File: src/hdl/ssdt_pkg.sv
// shared constants and types for the sorted set disjointness tester
`default_nettype none
package ssdt_pkg;

    localparam int unsigned SET_IDX_W = 10;
    localparam int unsigned POS_W     = 7;
    localparam int unsigned RANK_IN_W = 16;
    localparam int unsigned SIZE_W    = 8;

    localparam logic FUNC_LOAD = 1'b0;
    localparam logic FUNC_TEST = 1'b1;

    localparam logic [SIZE_W-1:0] ROW_LEN_RST = 8'd17;

    typedef struct packed {
        logic hit;
        logic done;
    } t_merge_stat;

endpackage
`default_nettype wire

File: src/hdl/ssdt_merge.sv
// two-cursor merge step unit: one compare per cycle, picks next read positions
`default_nettype none
module ssdt_merge #(
    parameter int unsigned MAX_SET_SIZE = 128,
    parameter int unsigned RANK_BITS    = 16
) (
    input  wire logic                              i_clk,
    input  wire logic                              i_rst_n,
    input  wire logic                              i_start,
    input  wire logic                              i_step,
    input  wire logic [$clog2(MAX_SET_SIZE+1)-1:0] i_n,
    input  wire logic [RANK_BITS-1:0]              i_x,
    input  wire logic [RANK_BITS-1:0]              i_y,
    output logic      [$clog2(MAX_SET_SIZE+1)-1:0] o_u_rd,
    output logic      [$clog2(MAX_SET_SIZE+1)-1:0] o_v_rd,
    output ssdt_pkg::t_merge_stat                  o_stat
);

    localparam int unsigned CW = $clog2(MAX_SET_SIZE + 1);

    logic [CW-1:0] r_u;
    logic [CW-1:0] r_v;
    logic [CW-1:0] n_u;
    logic [CW-1:0] n_v;
    logic          w_eq;
    logic          w_lt;

    assign w_eq = (i_x == i_y);
    assign w_lt = (i_x < i_y);

    always_comb begin
        n_u = r_u;
        n_v = r_v;
        if (i_start) begin
            n_u = '0;
            n_v = '0;
        end else if (i_step) begin
            // advance the cursor sitting on the smaller element
            if (w_lt) begin
                n_u = r_u + CW'(1);
            end else begin
                n_v = r_v + CW'(1);
            end
        end
    end

    assign o_u_rd      = n_u;
    assign o_v_rd      = n_v;
    assign o_stat.hit  = i_step & w_eq;
    assign o_stat.done = i_step & (w_eq | (n_u == i_n) | (n_v == i_n));

    always_ff @(posedge i_clk) begin
        if (!i_rst_n) begin
            r_u <= '0;
            r_v <= '0;
        end else begin
            r_u <= n_u;
            r_v <= n_v;
        end
    end

`ifndef SYNTHESIS
    a_cursor_in_row: assert property (@(posedge i_clk) disable iff (!i_rst_n)
        i_step |-> (r_u < i_n) && (r_v < i_n))
        else $error("merge cursor past end of set");

    a_one_advance: assert property (@(posedge i_clk) disable iff (!i_rst_n)
        i_step && !o_stat.done |=>
        ({1'b0, r_u} + {1'b0, r_v}) == ($past({1'b0, r_u} + {1'b0, r_v}) + (CW+1)'(1)))
        else $error("merge step did not advance exactly one cursor");
`endif

endmodule
`default_nettype wire

File: config.mk
export PLATFORM = sky130hd
export DESIGN_NAME = ssdt_merge
export DESIGN_NICKNAME = d
export VERILOG_FILES = /design/src/hdl/ssdt_pkg.sv /design/src/hdl/ssdt_merge.sv
export SDC_FILE = /design/constraint.sdc
export NUM_CORES = 1
export LEC_CHECK = 0
export ABC_AREA = 1
export BUFFER_PORTS_ARGS = -buffer_cell sky130_fd_sc_hd__buf_4
export CORE_ASPECT_RATIO = 0.8
export CORE_MARGIN = 10
export CORE_UTILIZATION = 30
export CTS_CLUSTER_SIZE = 20
export DETAILED_ROUTE_END_ITERATION = 12
export SLEW_MARGIN = 20
export SYNTH_ARGS = -nofsm -noshare
export SYNTH_HDL_FRONTEND = slang
export SYNTH_SLANG_ARGS = --single-unit
File: constraint.sdc
create_clock -name i_clk -period 2 [get_ports i_clk]
set_input_delay 0.3 -clock i_clk [delete_from_list [all_inputs] [get_ports i_clk]]
set_output_delay 0.3 -clock i_clk [all_outputs]
set_load 0.05 [all_outputs]
==> results.sh <==
export IMPL_worst_path_max_delay_cell="ha_4"
export IMPL_seqPwrFrac_pct=30.0
export IMPL_tightest_slew_ps=595.4
export IMPL_finalCriticalPeriod_ps=2784
export IMPL_reg2reg_depth=10
export IMPL_rsz0062_at_grt="true"
export IMPL_async_flop_share_pct=0
export IMPL_area_growth_pct=92.53
export IMPL_ys_types=25
export IMPL_hold_depth=3
export IMPL_drcViolationCount=0
export IMPL_syn_area_um2=1909
export IMPL_syn_instance_count=314
export IMPL_dp_hpwl_um=5110
export IMPL_dp_slack_ps=-782.7
export IMPL_die_h_um=91.36
export IMPL_synth_seq_cells=16
export IMPL_cts_buffers=3
export IMPL_timing_final_ws_setup_ps=-783.6
export IMPL_violations="negative setup slack"
export IMPL_leakage_uw=0.001789
export IMPL_overflow=0
export IMPL_core_um2=6037
export IMPL_path_max_fanout=7
export IMPL_critPathLaunchType="primary input"
export IMPL_fin_util_pct=60.89
export IMPL_cts_num_sinks=16
export IMPL_worstPathArrival_ps=2480
export IMPL_ctsHoldBuffers=0
export IMPL_synth_main_ff_cell="dfxtp_1"
export IMPL_clockPowerShare_pct=24.3
export IMPL_syn_num_nets=376
export IMPL_chipWidth_um=109.2
export IMPL_period_share_pct=139.2
export IMPL_cp_num_buf_inv=7
export IMPL_critPathKind="in2out"
export IMPL_switching_share_pct=36.62
export IMPL_netSwitchingPower_uw=397.0
export IMPL_root_buffer="clkbuf_8"
export IMPL_mostFrequentLayoutCells="85 x buf_4, 61 x nand2_1, 49 x inv_1"
export IMPL_clock_path_buffers=2
export IMPL_hold_end="r_u[0]"
export IMPL_hold_viol=0
export IMPL_core_rowCount=25
export IMPL_p_per_area_nw_per_um2=295.0
export IMPL_clk_latency_ps=260
export IMPL_fin_worst_skew_ps=5.953
export IMPL_r2r_start="r_u[2]"
export IMPL_grt_pass1_wl_um=11640
export IMPL_grt_max_degree=30
export IMPL_required_ps=1700
export IMPL_drt_wl_total_um=7158
export IMPL_ioPinCount=62
export IMPL_initial_core_util_pct=31.63
export IMPL_hold_class="in2reg"
export IMPL_cts_tree="built"
export IMPL_ys_seq_area_share_pct=16.78
export IMPL_internal_power_uw=687.2
export IMPL_setup_tns_ps=-5920
export IMPL_r2r_setup_slack_ps=360
export IMPL_h_tree_depth=1
export IMPL_via_per_inst=4.732
export IMPL_r2r_end="r_u[3]"
export IMPL_fin_total_pwr_uw=1084
export IMPL_slowest_delay_ps=260
export IMPL_wire_per_inst_um=13.82
export IMPL_status="finished with violations"
export IMPL_clk_pin_slew_worst_paths_ps=70
export IMPL_maxCapViolations=0
export IMPL_globalplace_congestion=0.9137
export IMPL_die_area_um2=9976
export IMPL_port_buffers=61
export IMPL_cp_top_family="simple AND/OR/NAND/NOR gates"
export IMPL_hold_slack_ps=568.0
export IMPL_setup_violations=17
export IMPL_vdd_drop_max_v=0.0001722
export IMPL_hold_start="i_rst_n"
export IMPL_antenna_found_initial=0
export IMPL_drt_iter0_drc=145
export IMPL_grt_pass1_vias=2494
export IMPL_fmax_mhz=359.2
export IMPL_slew_viol_final=0
export IMPL_synth_area_per_cell_um2=6.081
export IMPL_first_pass_iters=4
export IMPL_combinationalPowerShare_pct=45.7
export IMPL_synth_edf_count=0
export IMPL_n_antenna_cell=0
export IMPL_final_antenna_net_count=0
export IMPL_vias=2451
export IMPL_drive_gt1_share_pct=54.23
export IMPL_slew_headroom_pct=60.26
export IMPL_grtUsageTotal_pct=14.07
export IMPL_crit_chain="buf_8 > inv_4 > ha_4 > nand2_2 > inv_2 > nand3_2 > nor3_4 > buf_6 > nand2_8 > buf_12 > nand2_8 > nand3_2 > nand2_2 > inv_2 > nand2_2 > nand2_1 > nand2_1 > nand3_1 > nor2_1 > nand2_1 > a21oi_4 > buf_8"
export IMPL_end_kind="output port"
export IMPL_yosys_warnings=0
export IMPL_fin_nets=501
export IMPL_layout_commonest_cell="buf_4"
==> Yosys cell counts, types with 2 or more instances <==
cell | n | area [um2]
nand2_1 | 79 | 296.5
inv_1 | 69 | 259.0
nor2_1 | 34 | 127.6
nand3_1 | 26 | 130.1
nand4_1 | 23 | 143.9
ha_1 | 18 | 225.2
dfxtp_1 | 16 | 320.3
nand3_2 | 14 | 140.1
inv_2 | 5 | 18.77
a21oi_1 | 4 | 20.02
buf_2 | 4 | 20.02
nand2_2 | 3 | 18.77
nor3_1 | 3 | 15.01
nand2_4 | 2 | 22.52
nand4_2 | 2 | 25.02
nor3_2 | 2 | 20.02
nor3_4 | 2 | 32.53
==> per-layer routing <==
layer | vias up | GRT usage [%] | wire [um] | part of all wire [%]
li1 | 1240 | - | - | -
met1 | 1127 | 16.37 | 2979 | 42
met2 | 69 | 23.90 | 3538 | 49
met3 | 15 | 3.884 | 460 | 6.4
met4 | 0 | 5.195 | 180 | 2.5
met5 | - | 0 | 0 | 0
==> cell type report <==
class,count,area [um2]
multi-input combinational,217,1690
inverter,74,329.1
clock buffer,3,41.29
sequential,16,320.3
tap,81,101.3
fill,523,2361
timing repair buffer,127,1194
==> power by group through the flow <==
stage               sequential, uW  clock (uW)  combinational (uW)
finish                         325         264                 495
global route                   326         286                 542
CTS                            325         269                 474
detailed placement             332           0                 357
global placement               333           0                 349
floorplan                      332           0                 214
==> cells by family after synthesis <==
logic type                 count (synthesis)  synth area share (%)
and+or+nand+nor                          191                 51.51
buffers and inverters                     83                 18.02
adders and majority gates                 18                 11.80
DFF                                       16                 16.78
AOI/OAI and AO/OA                          6                 1.901
==> how the worst max path moves through the flow <==
stage	start	endpoint	slack [ps]	cells past startpoint
4_1_cts	i_y[11]	o_stat[0]	-670	19
3_3_place_gp	i_x[7]	o_stat[0]	-770	18
5_1_grt	i_y[11]	o_stat[0]	-930	22
2_1_floorplan	i_y[15]	o_stat[0]	-440	15
3_5_place_dp	i_x[15]	o_stat[0]	-780	16
6_report	i_y[11]	o_stat[0]	-780	22
==> what timing repair did <==
action | in CTS | in global routing
resized for setup | 93 | 48
pin swaps | 13 | 34
endpoints found under the hold margin | 0 | 0
cloned | 2 | 0
setup endpoints to repair | 17 | 19
setup buffers | 18 | 10
==> sequential cells by signal, summed over array words and instances, names as in the netlist <==
signal	count
r_u	8
r_v	8
==> through the flow <==
step	cell area [um2]	instances
after floorplan	1998	314
after global placement	2877	495
after detailed placement	2877	495
after CTS	3485	516
after global routing	3676	518
final	3676	518
==> tightest hold or removal path, stage by stage <==
cell	delay, ps
buf_4	80
inv_1	250
nor2_1	170
Note: power is estimated with default switching activity, not from simulation.
